### src/rtl/core/counting_semaphore_fifo_waiters_unit_assert.svh
// Assertion macros shared by the semaphore RTL.
// Depends on a clock named aclk and an active-low reset named aresetn in the using module.
`ifndef COUNTING_SEMAPHORE_FIFO_WAITERS_UNIT_ASSERT_SVH
`define COUNTING_SEMAPHORE_FIFO_WAITERS_UNIT_ASSERT_SVH

// Condition must hold at every clock edge outside reset.
`define CSFW_ASSERT_ALWAYS(lbl, cond, msg) \
    lbl: assert property (@(posedge aclk) disable iff (!aresetn) (cond)) else $error(msg);

// Antecedent implies consequent in the same cycle.
`define CSFW_ASSERT_IMPL(lbl, ante, cons, msg) \
    lbl: assert property (@(posedge aclk) disable iff (!aresetn) (ante) |-> (cons)) \
        else $error(msg);

`endif

### src/rtl/core/csfw_pkg.sv
// Shared constants, types and helpers for the counting semaphore with waiter queue.
// No dependencies.
package csfw_pkg;

    localparam int QDEPTH  = 32;
    localparam int QADDR_W = $clog2(QDEPTH);
    localparam int FILL_W  = $clog2(QDEPTH + 1);
    localparam int ID_W    = 8;
    localparam int CNT_W   = 32;
    localparam int ADD_W   = 16;
    localparam int ACT_W   = 2;

    localparam logic [ACT_W-1:0] ACT_WAIT  = 2'd0;
    localparam logic [ACT_W-1:0] ACT_POST  = 2'd1;
    localparam logic [ACT_W-1:0] ACT_CLOSE = 2'd2;

    typedef enum logic [1:0] {
        ST_GRANTED  = 2'd0,
        ST_QUEUED   = 2'd1,
        ST_CLOSED   = 2'd2,
        ST_REJECTED = 2'd3
    } status_t;

    typedef struct packed {
        logic               we;
        logic [QADDR_W-1:0] addr;
        logic [ID_W-1:0]    data;
    } qram_wr_t;

    typedef struct packed {
        logic [ID_W-1:0] id;
        status_t         status;
        logic            last;
    } result_t;

    function automatic logic [QADDR_W-1:0] next_idx(input logic [QADDR_W-1:0] idx);
        logic [QADDR_W-1:0] nxt;
        if (idx == QADDR_W'(QDEPTH - 1)) begin
            nxt = '0;
        end else begin
            nxt = idx + 1'b1;
        end
        return nxt;
    endfunction

endpackage

### src/rtl/core/csfw_qram.sv
// Waiter id queue storage: one write port, one read port, registered read data.
// Depends on csfw_pkg.
module csfw_qram (
    input  logic                             aclk,
    input  csfw_pkg::qram_wr_t               wr,
    input  logic [csfw_pkg::QADDR_W-1:0]     rd_addr,
    output logic [csfw_pkg::ID_W-1:0]        rd_data
);

    logic [csfw_pkg::ID_W-1:0] mem [csfw_pkg::QDEPTH];
    logic [csfw_pkg::ID_W-1:0] rd_data_reg;

    always_ff @(posedge aclk) begin
        if (wr.we) begin
            mem[wr.addr] <= wr.data;
        end
        rd_data_reg <= mem[rd_addr];
    end

    assign rd_data = rd_data_reg;

endmodule

### src/rtl/core/csfw_ctrl.sv
// Sequencer: unit counter, queue pointers and the per-item release loop.
// Depends on csfw_pkg and the assertion macro header; drives csfw_qram.
`include "counting_semaphore_fifo_waiters_unit_assert.svh"

module csfw_ctrl (
    input  logic                             aclk,
    input  logic                             aresetn,
    input  logic                             s_valid,
    output logic                             s_ready,
    input  logic [csfw_pkg::ACT_W-1:0]       s_action,
    input  logic [csfw_pkg::ID_W-1:0]        s_waiter_id,
    input  logic [csfw_pkg::ADD_W-1:0]       s_post_count,
    output logic                             res_valid,
    input  logic                             res_ready,
    output csfw_pkg::result_t                res,
    output csfw_pkg::qram_wr_t               wr,
    output logic [csfw_pkg::QADDR_W-1:0]     rd_addr,
    input  logic [csfw_pkg::ID_W-1:0]        rd_data
);

    typedef enum logic {S_IDLE, S_EXEC} state_t;

    state_t                          state_reg, state_next;
    logic [csfw_pkg::ACT_W-1:0]      act_reg, act_next;
    logic [csfw_pkg::ID_W-1:0]       id_reg, id_next;
    logic [csfw_pkg::CNT_W-1:0]      count_reg, count_next;
    logic [csfw_pkg::QADDR_W-1:0]    head_reg, head_next;
    logic [csfw_pkg::QADDR_W-1:0]    tail_reg, tail_next;
    logic [csfw_pkg::FILL_W-1:0]     fill_reg, fill_next;
    logic [csfw_pkg::CNT_W:0]        sum;

    assign sum = {1'b0, count_reg} + {{(csfw_pkg::CNT_W + 1 - csfw_pkg::ADD_W){1'b0}}, s_post_count};

    always_comb begin
        state_next = state_reg;
        act_next   = act_reg;
        id_next    = id_reg;
        count_next = count_reg;
        head_next  = head_reg;
        tail_next  = tail_reg;
        fill_next  = fill_reg;
        wr         = '0;
        res_valid  = 1'b0;
        res        = '0;
        s_ready    = (state_reg == S_IDLE);

        case (state_reg)
            S_IDLE: begin
                if (s_valid) begin
                    act_next   = s_action;
                    id_next    = s_waiter_id;
                    state_next = S_EXEC;
                    // saturate the counter on post
                    if (s_action == csfw_pkg::ACT_POST) begin
                        count_next = sum[csfw_pkg::CNT_W] ? '1 : sum[csfw_pkg::CNT_W-1:0];
                    end
                end
            end
            S_EXEC: begin
                case (act_reg)
                    csfw_pkg::ACT_WAIT: begin
                        if (res_ready) begin
                            res_valid  = 1'b1;
                            res.id     = id_reg;
                            res.last   = 1'b1;
                            state_next = S_IDLE;
                            if (count_reg != '0) begin
                                count_next = count_reg - 1'b1;
                                res.status = csfw_pkg::ST_GRANTED;
                            end else if (fill_reg != csfw_pkg::FILL_W'(csfw_pkg::QDEPTH)) begin
                                wr.we      = 1'b1;
                                wr.addr    = tail_reg;
                                wr.data    = id_reg;
                                tail_next  = csfw_pkg::next_idx(tail_reg);
                                fill_next  = fill_reg + 1'b1;
                                res.status = csfw_pkg::ST_QUEUED;
                            end else begin
                                res.status = csfw_pkg::ST_REJECTED;
                            end
                        end
                    end
                    csfw_pkg::ACT_POST: begin
                        if (count_reg != '0 && fill_reg != '0) begin
                            if (res_ready) begin
                                res_valid  = 1'b1;
                                res.id     = rd_data;
                                res.status = csfw_pkg::ST_GRANTED;
                                res.last   = (count_reg == csfw_pkg::CNT_W'(1)) ||
                                             (fill_reg == csfw_pkg::FILL_W'(1));
                                head_next  = csfw_pkg::next_idx(head_reg);
                                fill_next  = fill_reg - 1'b1;
                                count_next = count_reg - 1'b1;
                            end
                        end else begin
                            state_next = S_IDLE;
                        end
                    end
                    csfw_pkg::ACT_CLOSE: begin
                        if (fill_reg != '0) begin
                            if (res_ready) begin
                                res_valid  = 1'b1;
                                res.id     = rd_data;
                                res.status = csfw_pkg::ST_CLOSED;
                                res.last   = (fill_reg == csfw_pkg::FILL_W'(1));
                                head_next  = csfw_pkg::next_idx(head_reg);
                                fill_next  = fill_reg - 1'b1;
                            end
                        end else begin
                            head_next  = '0;
                            tail_next  = '0;
                            state_next = S_IDLE;
                        end
                    end
                    default: begin
                        // undefined action: drop the word
                        state_next = S_IDLE;
                    end
                endcase
            end
            default: begin
                state_next = S_IDLE;
            end
        endcase

        // prefetch the entry that will be the head next cycle
        rd_addr = head_next;
    end

    always_ff @(posedge aclk) begin
        if (!aresetn) begin
            state_reg <= S_IDLE;
            count_reg <= '0;
            head_reg  <= '0;
            tail_reg  <= '0;
            fill_reg  <= '0;
        end else begin
            state_reg <= state_next;
            count_reg <= count_next;
            head_reg  <= head_next;
            tail_reg  <= tail_next;
            fill_reg  <= fill_next;
        end
        act_reg <= act_next;
        id_reg  <= id_next;
    end

    `CSFW_ASSERT_ALWAYS(a_fill_bound, fill_reg <= csfw_pkg::FILL_W'(csfw_pkg::QDEPTH), "queue fill exceeds depth")
    `CSFW_ASSERT_IMPL(a_units_no_waiters, state_reg == S_IDLE && count_reg != '0, fill_reg == '0, "units available while waiters queued")
    `CSFW_ASSERT_IMPL(a_ptr_match, fill_reg == '0 || fill_reg == csfw_pkg::FILL_W'(csfw_pkg::QDEPTH), head_reg == tail_reg, "head and tail disagree with fill")

endmodule

### src/rtl/core/counting_semaphore_fifo_waiters_unit.sv
// Counting semaphore with a FIFO queue of waiter ids; top level with output word register.
// The input word is registered in the sequencer, which then feeds the output word register.
// A new word is taken only when idle, after the last one is done; releases go one per cycle
// through the queue RAM's single read port, held while m_valid waits for m_ready.
// Reset: clears the unit count, queue pointers and output valid; queue RAM is left as is.
module counting_semaphore_fifo_waiters_unit (
    input  logic                             aclk,
    input  logic                             aresetn,
    input  logic                             s_valid,
    output logic                             s_ready,
    input  logic [csfw_pkg::ACT_W-1:0]       s_action,
    input  logic [csfw_pkg::ID_W-1:0]        s_waiter_id,
    input  logic [csfw_pkg::ADD_W-1:0]       s_post_count,
    output logic                             m_valid,
    input  logic                             m_ready,
    output logic [csfw_pkg::ID_W-1:0]        m_granted_id,
    output logic [1:0]                       m_status,
    output logic                             m_last
);

    csfw_pkg::qram_wr_t              wr;
    logic [csfw_pkg::QADDR_W-1:0]    rd_addr;
    logic [csfw_pkg::ID_W-1:0]       rd_data;
    logic                            res_valid;
    logic                            res_ready;
    csfw_pkg::result_t               res;

    logic                            m_valid_reg;
    csfw_pkg::result_t               m_res_reg;

    csfw_ctrl u_ctrl (
        .aclk         (aclk),
        .aresetn      (aresetn),
        .s_valid      (s_valid),
        .s_ready      (s_ready),
        .s_action     (s_action),
        .s_waiter_id  (s_waiter_id),
        .s_post_count (s_post_count),
        .res_valid    (res_valid),
        .res_ready    (res_ready),
        .res          (res),
        .wr           (wr),
        .rd_addr      (rd_addr),
        .rd_data      (rd_data)
    );

    csfw_qram u_qram (
        .aclk    (aclk),
        .wr      (wr),
        .rd_addr (rd_addr),
        .rd_data (rd_data)
    );

    // load a new word whenever the register is empty or being drained
    assign res_ready = !m_valid_reg || m_ready;

    always_ff @(posedge aclk) begin
        if (!aresetn) begin
            m_valid_reg <= 1'b0;
        end else if (res_ready) begin
            m_valid_reg <= res_valid;
        end
        if (res_ready && res_valid) begin
            m_res_reg <= res;
        end
    end

    assign m_valid      = m_valid_reg;
    assign m_granted_id = m_res_reg.id;
    assign m_status     = m_res_reg.status;
    assign m_last       = m_res_reg.last;

endmodule
### config.mk
export PLATFORM = sky130hd
export DESIGN_NAME = counting_semaphore_fifo_waiters_unit
export DESIGN_NICKNAME = d
export VERILOG_FILES = /design/src/rtl/core/csfw_pkg.sv /design/src/rtl/core/csfw_qram.sv /design/src/rtl/core/csfw_ctrl.sv /design/src/rtl/core/counting_semaphore_fifo_waiters_unit.sv
export VERILOG_INCLUDE_DIRS = /design/src /design/src/rtl/core
export SDC_FILE = /design/constraint.sdc
export NUM_CORES = 1
export LEC_CHECK = 0
export BUFFER_PORTS_ARGS = -buffer_cell sky130_fd_sc_hd__buf_2
export CELL_PAD_IN_SITES_DETAIL_PLACEMENT = 1
export CELL_PAD_IN_SITES_GLOBAL_PLACEMENT = 1
export CORE_UTILIZATION = 52
export DETAILED_ROUTE_END_ITERATION = 7
export PLACE_DENSITY_LB_ADDON = 0.1
export SLEW_MARGIN = 20
export SYNTH_ARGS = -nofsm -noshare
export SYNTH_HDL_FRONTEND = slang
export SYNTH_SLANG_ARGS = --single-unit
### constraint.sdc
create_clock -name aclk -period 4.25 [get_ports aclk]
set_input_delay 0.6375 -clock aclk [delete_from_list [all_inputs] [get_ports aclk]]
set_output_delay 0.6375 -clock aclk [all_outputs]
set_load 0.02 [all_outputs]
# Yosys cells after proc, flatten, opt, wreduce, memory -nomap -nowiden

Memory sizes are Yosys's and may differ from the RTL's. A register that Yosys moved wholly into a read port is not among the register bits.
Cells that the tools add are included.

Add/subtract/negate cells: 6
Eq/ne operators: 21
Muxes and demuxes: 54
Bitwise operators: 1
Reduce and logical (&&, ||, !) cells: 14

Operator list:

| operator                                                                | count |
|---|---|
| 32-bit 2-to-1 mux                                                       | 7 |
| 32-bit one-hot mux with 2 select lines                                  | 2 |
| 14-bit 2-to-1 mux                                                       | 5 |
| 11-bit 2-to-1 mux                                                       | 5 |
| 5-bit 2-to-1 mux                                                        | 10 |
| 6-bit 2-to-1 mux                                                        | 6 |
| 32-bit by 16-bit adder with 33-bit output                               | 1 |
| 11-bit one-hot mux with 3 select lines                                  | 1 |
| 32-bit by 1-bit equality test with 1-bit output (second input constant) | 1 |
| 32-bit nonzero test                                                     | 1 |
| 32-bit by 1-bit subtractor with 32-bit output (second input constant)   | 1 |
| 5-bit one-hot mux with 2 select lines                                   | 2 |
| 6-bit one-hot mux with 3 select lines                                   | 1 |
| 3-bit != test (second input constant)                                   | 5 |
| 7-bit AND reduction                                                     | 2 |
| 5-bit by 1-bit adder with 5-bit output (second input constant)          | 2 |
| 5-bit equality test (second input constant)                             | 2 |
| 1-bit 2-to-1 mux                                                        | 10 |
| 2-bit by 1-bit != test with 1-bit output (second input constant)        | 4 |
| 2-bit != test (second input constant)                                   | 4 |
| 6-bit by 1-bit adder with 6-bit output (second input constant)          | 1 |
| 6-bit by 1-bit equality test with 1-bit output (second input constant)  | 1 |
| 6-bit != test (second input constant)                                   | 1 |
| 1-bit one-hot mux with 3 select lines                                   | 2 |
| other kinds (15)                                                        | 19 |

Register bits after elaboration: 71
Memory bits (writable): 256
Word-level logic and storage cells: 108
Memories kept: 1

Memory list:

| memory     | depth | width | rd ports | clocked after memory_dff | write ports | line            | RTL |
|---|---|---|---|---|---|---|---|
| u_qram.mem | 32    | 8     | 1        | 1                        | 1           | csfw_qram.sv:10 | `logic [csfw_pkg::ID_W-1:0] mem [csfw_pkg::QDEPTH];` |

# Longest topological paths before layout

Depth after elaboration: 8
Mapped depth: 13
Gate-level depth less buffers: 11

# Modules after synthesis

Synthesis repeated with hierarchy kept, for this count alone.

Cells, all modules: 1060
Area, all modules: 15303.4 µm²

By module, submodules not included:

| module                               | times used | cells each | area each (µm²) | seq. area each (µm²) |
|---|---|---|---|---|
| csfw_qram                            | 1          | 417        | 10053.4         | 7847.5 |
| csfw_ctrl                            | 1          | 627        | 4862.2          | 1281.2 |
| counting_semaphore_fifo_waiters_unit | 1          | 16         | 387.9           | 350.3 |

# Least setup slack after synthesis

No wires, ideal clock.

Path type: input-to-reg
From: input port s_post_count[0] (netlist bit)
To: register u_ctrl.count_reg[16] (netlist bit)
Arrival: 3.295 ns
Data required time: 4.134 ns
Slack: 0.840 ns
Stages on the path: 13
Path buffers: 2
Path through: ha_1 fa_1 a21o_1 a21oi_1 o21a_1 or3_1 a31oi_1 a221o_1 clkbuf_1 a21oi_1 clkbuf_1 nand3_1 and3_1

Longest elaborated chain between the ends: 5

Ends and longest elaborated chain:

| what                                      | line                                       | RTL |
|---|---|---|
| start, declared                           | counting_semaphore_fifo_waiters_unit.sv:13 | `input logic [csfw_pkg::ADD_W-1:0] s_post_count,` |
| 32-bit by 16-bit adder with 33-bit output | csfw_ctrl.sv:32                            | `assign sum = {1'b0, count_reg} + {{(csfw_pkg::CNT_W + 1 - csfw_pkg::ADD_W){1'b0}}, s_post_count};` |
| 32-bit 2-to-1 mux                         | csfw_ctrl.sv:55                            | `count_next = sum[csfw_pkg::CNT_W] ? '1 : sum[csfw_pkg::CNT_W-1:0];` |
| 32-bit 2-to-1 mux                         | csfw_ctrl.sv:54                            | `if (s_action == csfw_pkg::ACT_POST) begin` |
| 32-bit 2-to-1 mux                         | csfw_ctrl.sv:49                            | `if (s_valid) begin` |
| 32-bit one-hot mux with 2 select lines    | csfw_ctrl.sv:47                            | `case (state_reg)` |
| end signal, assigned                      | csfw_ctrl.sv:138                           | `count_reg <= count_next;` |
| end, declared                             | csfw_ctrl.sv:26                            | `logic [csfw_pkg::CNT_W-1:0] count_reg, count_next;` |

No other way between the ends. The select of a mux whose other input is x is not followed.
A chain may end at the register's enable or synchronous reset.

# Worst setup path after layout

From: register u_ctrl.count_reg[10] (netlist bit)
To: register u_qram.rd_data_reg (netlist bit u_qram.rd_data[5]) (read register of u_qram.mem)

Longest elaborated chain between the ends: 5

Ends and longest elaborated chain:

| what                                  | line            | RTL |
|---|---|---|
| 32-bit nonzero test                   | csfw_ctrl.sv:83 | `if (count_reg != '0 && fill_reg != '0) begin` |
| 1-bit logical AND                     | csfw_ctrl.sv:83 |  |
| 5-bit 2-to-1 mux                      | csfw_ctrl.sv:83 |  |
| 5-bit one-hot mux with 2 select lines | csfw_ctrl.sv:60 | `case (act_reg)` |
| 5-bit 2-to-1 mux                      | csfw_ctrl.sv:47 |  |
| end, declared                         | csfw_qram.sv:11 | `logic [csfw_pkg::ID_W-1:0] rd_data_reg;` |

No other way between the ends.

==> run_results.csv <==
group,metric,value,unit
run_status,outcome,"finished clean",
final_layout,final_area,0.0179,mm^2
clocking,clk_latency,0.52,ns
logic_synthesis,ys_seq_area_share,60.2,%
critical_path,crit_required,4.70,ns
power_and_ir_drop,irDropWorstVdd,249,uV
die,core_area,0.0297,mm^2
die,die_area,0.0310,mm^2
timing,worst_slew_pin_slew,1.02,ns
clocking,numCtsBuffers,36,
logic_synthesis,async_reset_ff_share,0,%
critical_path,cp.arrival,4.38,ns
clocking,clock-sinks,335,
global_routing,grt_pass1_wl,63.6,mm
critical_path,crit_path_max_fanout,35,
place,dp_hpwl,27.4,mm
detailed_routing,viasPerCell,6.08,
critical_path,worst_setup_path_end_kind,"flip-flop",
logic_synthesis,synth_edf_count,277,
global_routing,antenna_found_initial,1,
global_routing,grt_overflow_total,0,
detailed_routing,drt-total-wl,41.1,mm
critical_path,criticalPathCategory,"flip-flop to flip-flop",
detailed_routing,drtAntennaViolNets,0,
logic_synthesis,synth-seq-cells,335,
detailed_routing,vias,10400,
power_and_ir_drop,power_leakage,6.87,nW
final_layout,synthToLayoutAreaGrowth,13.6,%
logic_synthesis,yosysWarnings,0,
timing,slew_violations,0,
detailed_routing,drcViolationCount,0,
die,rows,63,
logic_synthesis,ys.flop_type,"edfxtp_1",
clocking,htree_levels,2,
die,die_x,176,um
job,drv_cap,0,
timing,min_period,3.94,ns
place,place_area,0.0167,mm^2
timing,finalCritPeriodShare,92.6,%
final_layout,nFillCells,2934,
timing,setup_viol,0,
clocking,clock_path_buffers,3,
timing,relSlewSlack,32.3,%
global_routing,grtUsageTotal,27.2,%
final_layout,final_cell_mix,"277 x edfxtp_1, 128 x mux2i_1, 86 x nor2_1, 68 x nand2_1, 62 x mux2_2",
logic_synthesis,avgSynthCellArea,12.9,um^2
power_and_ir_drop,power_density,415,mW/mm^2
timing,skew,0.0193,ns
final_layout,drive_gt1_share,17.5,%
detailed_routing,drt_iter0_markers,739,
global_routing,grt_pass1_vias,10900,
logic_synthesis,synthCells,1216,
detailed_routing,firstDrtPassIters,5,
timing,final_hold_viol_count,0,
final_layout,final_nets,1356,
logic_synthesis,synth_top_cell_area_share,52.9,%
detailed_routing,routedWlPerCell,24.0,um
logic_synthesis,netlist_area,0.0157,mm^2
global_routing,grt_max_degree,55,
final_layout,largest_reg_flops,256,
timing,tns,0,ns
power_and_ir_drop,power,0.00742,W
place,gp_congestion,0.853,
final_layout,final_common_cell,"edfxtp_1",
logic_synthesis,syn-num-nets,1277,
timing,fmax,0.254,GHz
worst_hold_path,worstHoldPathType,"input port to flip-flop",
clocking,post_cts_resized,0,
die,pin_count,43,
die,die_h,176,um
logic_synthesis,ys_types,66,
logic_synthesis,synth_area_leader_cell,"edfxtp_1",
logic_synthesis,synthTopCellsByArea,"edfxtp_1 53%, mux2i_1 8.1%, dfxtp_1 7.4%, mux2_2 4.4%, ha_1 2.4%",
die,start_util,52.9,%
place,numPortBuffers,42,
critical_path,startpoint_type,"flip-flop",
clocking,cts-root-buf,"clkbuf_16",
clocking,tritoncts,"done",
clocking,holdBufCountCts,0,
clocking,cts_setup_buffers,0,
timing,rsz0062_at_grt,"false",
clocking,clk_pin_slew,0.06,ns
## critical path, cell delays in order (launching register included)
cell and delay [ns]:
dfxtp_1 0.38, or3_1 0.44, nor4_1 0.47, buf_4 0.23, a41oi_1 0.12, o21a_1 0.36, a22oi_4 0.36, buf_12 0.30
buf_12 0.23, mux2i_1 0.11, mux2_2 0.30, a22oi_1 0.26, and4_1 0.28
## path summary, 6_finish.rpt
path                                           start             endpoint  slack (ns)  depth (start not counted)
worst min register to register   u_ctrl.count_reg[3]  u_ctrl.count_reg[3]        0.55                          2
worst max-delay path            u_ctrl.count_reg[10]    u_qram.rd_data[5]        0.31                         12
worst max register to register  u_ctrl.count_reg[10]    u_qram.rd_data[5]        0.31                         12
worst min-delay path                  s_waiter_id[3]     u_ctrl.id_reg[3]        0.29                          1
## cells in the mapped netlist (5+ instances only)
master / number
or3_1: 5
edfxtp_1: 277
and4_1: 12
a31oi_1: 8
nor2_1: 86
and3_1: 15
nand2_1: 68
nor2b_1: 12
buf_2: 6
dfxtp_1: 58
clkbuf_1: 38
a311oi_1: 6
o21ai_0: 38
xor2_1: 10
a21oi_1: 51
o22ai_1: 8
mux2_2: 62
o21a_1: 14
nand4_1: 11
nand3b_1: 7
and2_1: 21
a22oi_1: 44
a211oi_1: 6
nand2b_1: 8
buf_6: 12
inv_1: 18
a21boi_0: 5
ha_1: 30
a21o_1: 7
nor3_1: 23
mux2i_1: 128
o221ai_1: 6
nor4_1: 10
nand3_1: 25
xnor2_1: 14
o211ai_1: 9
## cell type report
| class | count | area, um^2 | share of cell area (%) |
|---|---|---|---|
| Clock inverter | 16 | 209 | 1.17 |
| Antenna cell | 1 | 2.50 | 0.0140 |
| Tap cell | 390 | 488 | 2.73 |
| Timing Repair Buffer | 104 | 763 | 4.27 |
| Multi-Input combinational cell | 800 | 5860 | 32.8 |
| Inverter | 18 | 67.6 | 0.378 |
| Sequential cell | 335 | 9480 | 53.0 |
| Clock buffer | 49 | 1000 | 5.61 |
## logic make-up (layout without fill, tap and decap cells)
logic type / Yosys count / after routing / share of synthesized area [%]
XOR/XNOR: 24 / 24 / 1.34
AND/OR/NAND/NOR: 318 / 318 / 10.3
adder cells (fa/ha/maj): 31 / 31 / 2.51
AO/OA/AOI/OAI: 237 / 237 / 10.4
buffers and inverters: 81 / 187 / 2.65
flip-flops: 335 / 335 / 60.2
multiplexers: 190 / 190 / 12.6
other: 0 / 1 / 0
## where the power goes
| part | internal [W] | switching (W) | leakage, nW | total [W] |
|---|---|---|---|---|
| sequential | 0.00355 | 0.0000560 | 2.79 | 0.00361 |
| combinational | 0.000225 | 0.000375 | 3.49 | 0.000600 |
| clock | 0.00196 | 0.00126 | 0.590 | 0.00322 |
| total | 0.00574 | 0.00169 | 6.87 | 0.00742 |
## stage by stage
step                setup WS, ns  hold slack [ns]  std cells  utilization (%)
floorplan                  0.840            0.475       1216                -
global placement           0.378            0.517       1647             56.1
detailed placement         0.294            0.527       1647             56.1
CTS                        0.302            0.282       1712             60.1
global route               0.134            0.288       1712             60.1
finish                     0.314            0.293       1713             60.2
## per-layer routing
layer  GRT usage (%)  vias to the layer above  share of wire [%]
li1                -                     4830                  -
met1            34.6                     5288                 42
met2            48.6                      237                 52
met3            3.49                       66                3.7
met4            7.64                        0                2.2
met5               0                        -                  0
No activity file was read; power rests on OpenSTA's default activity.
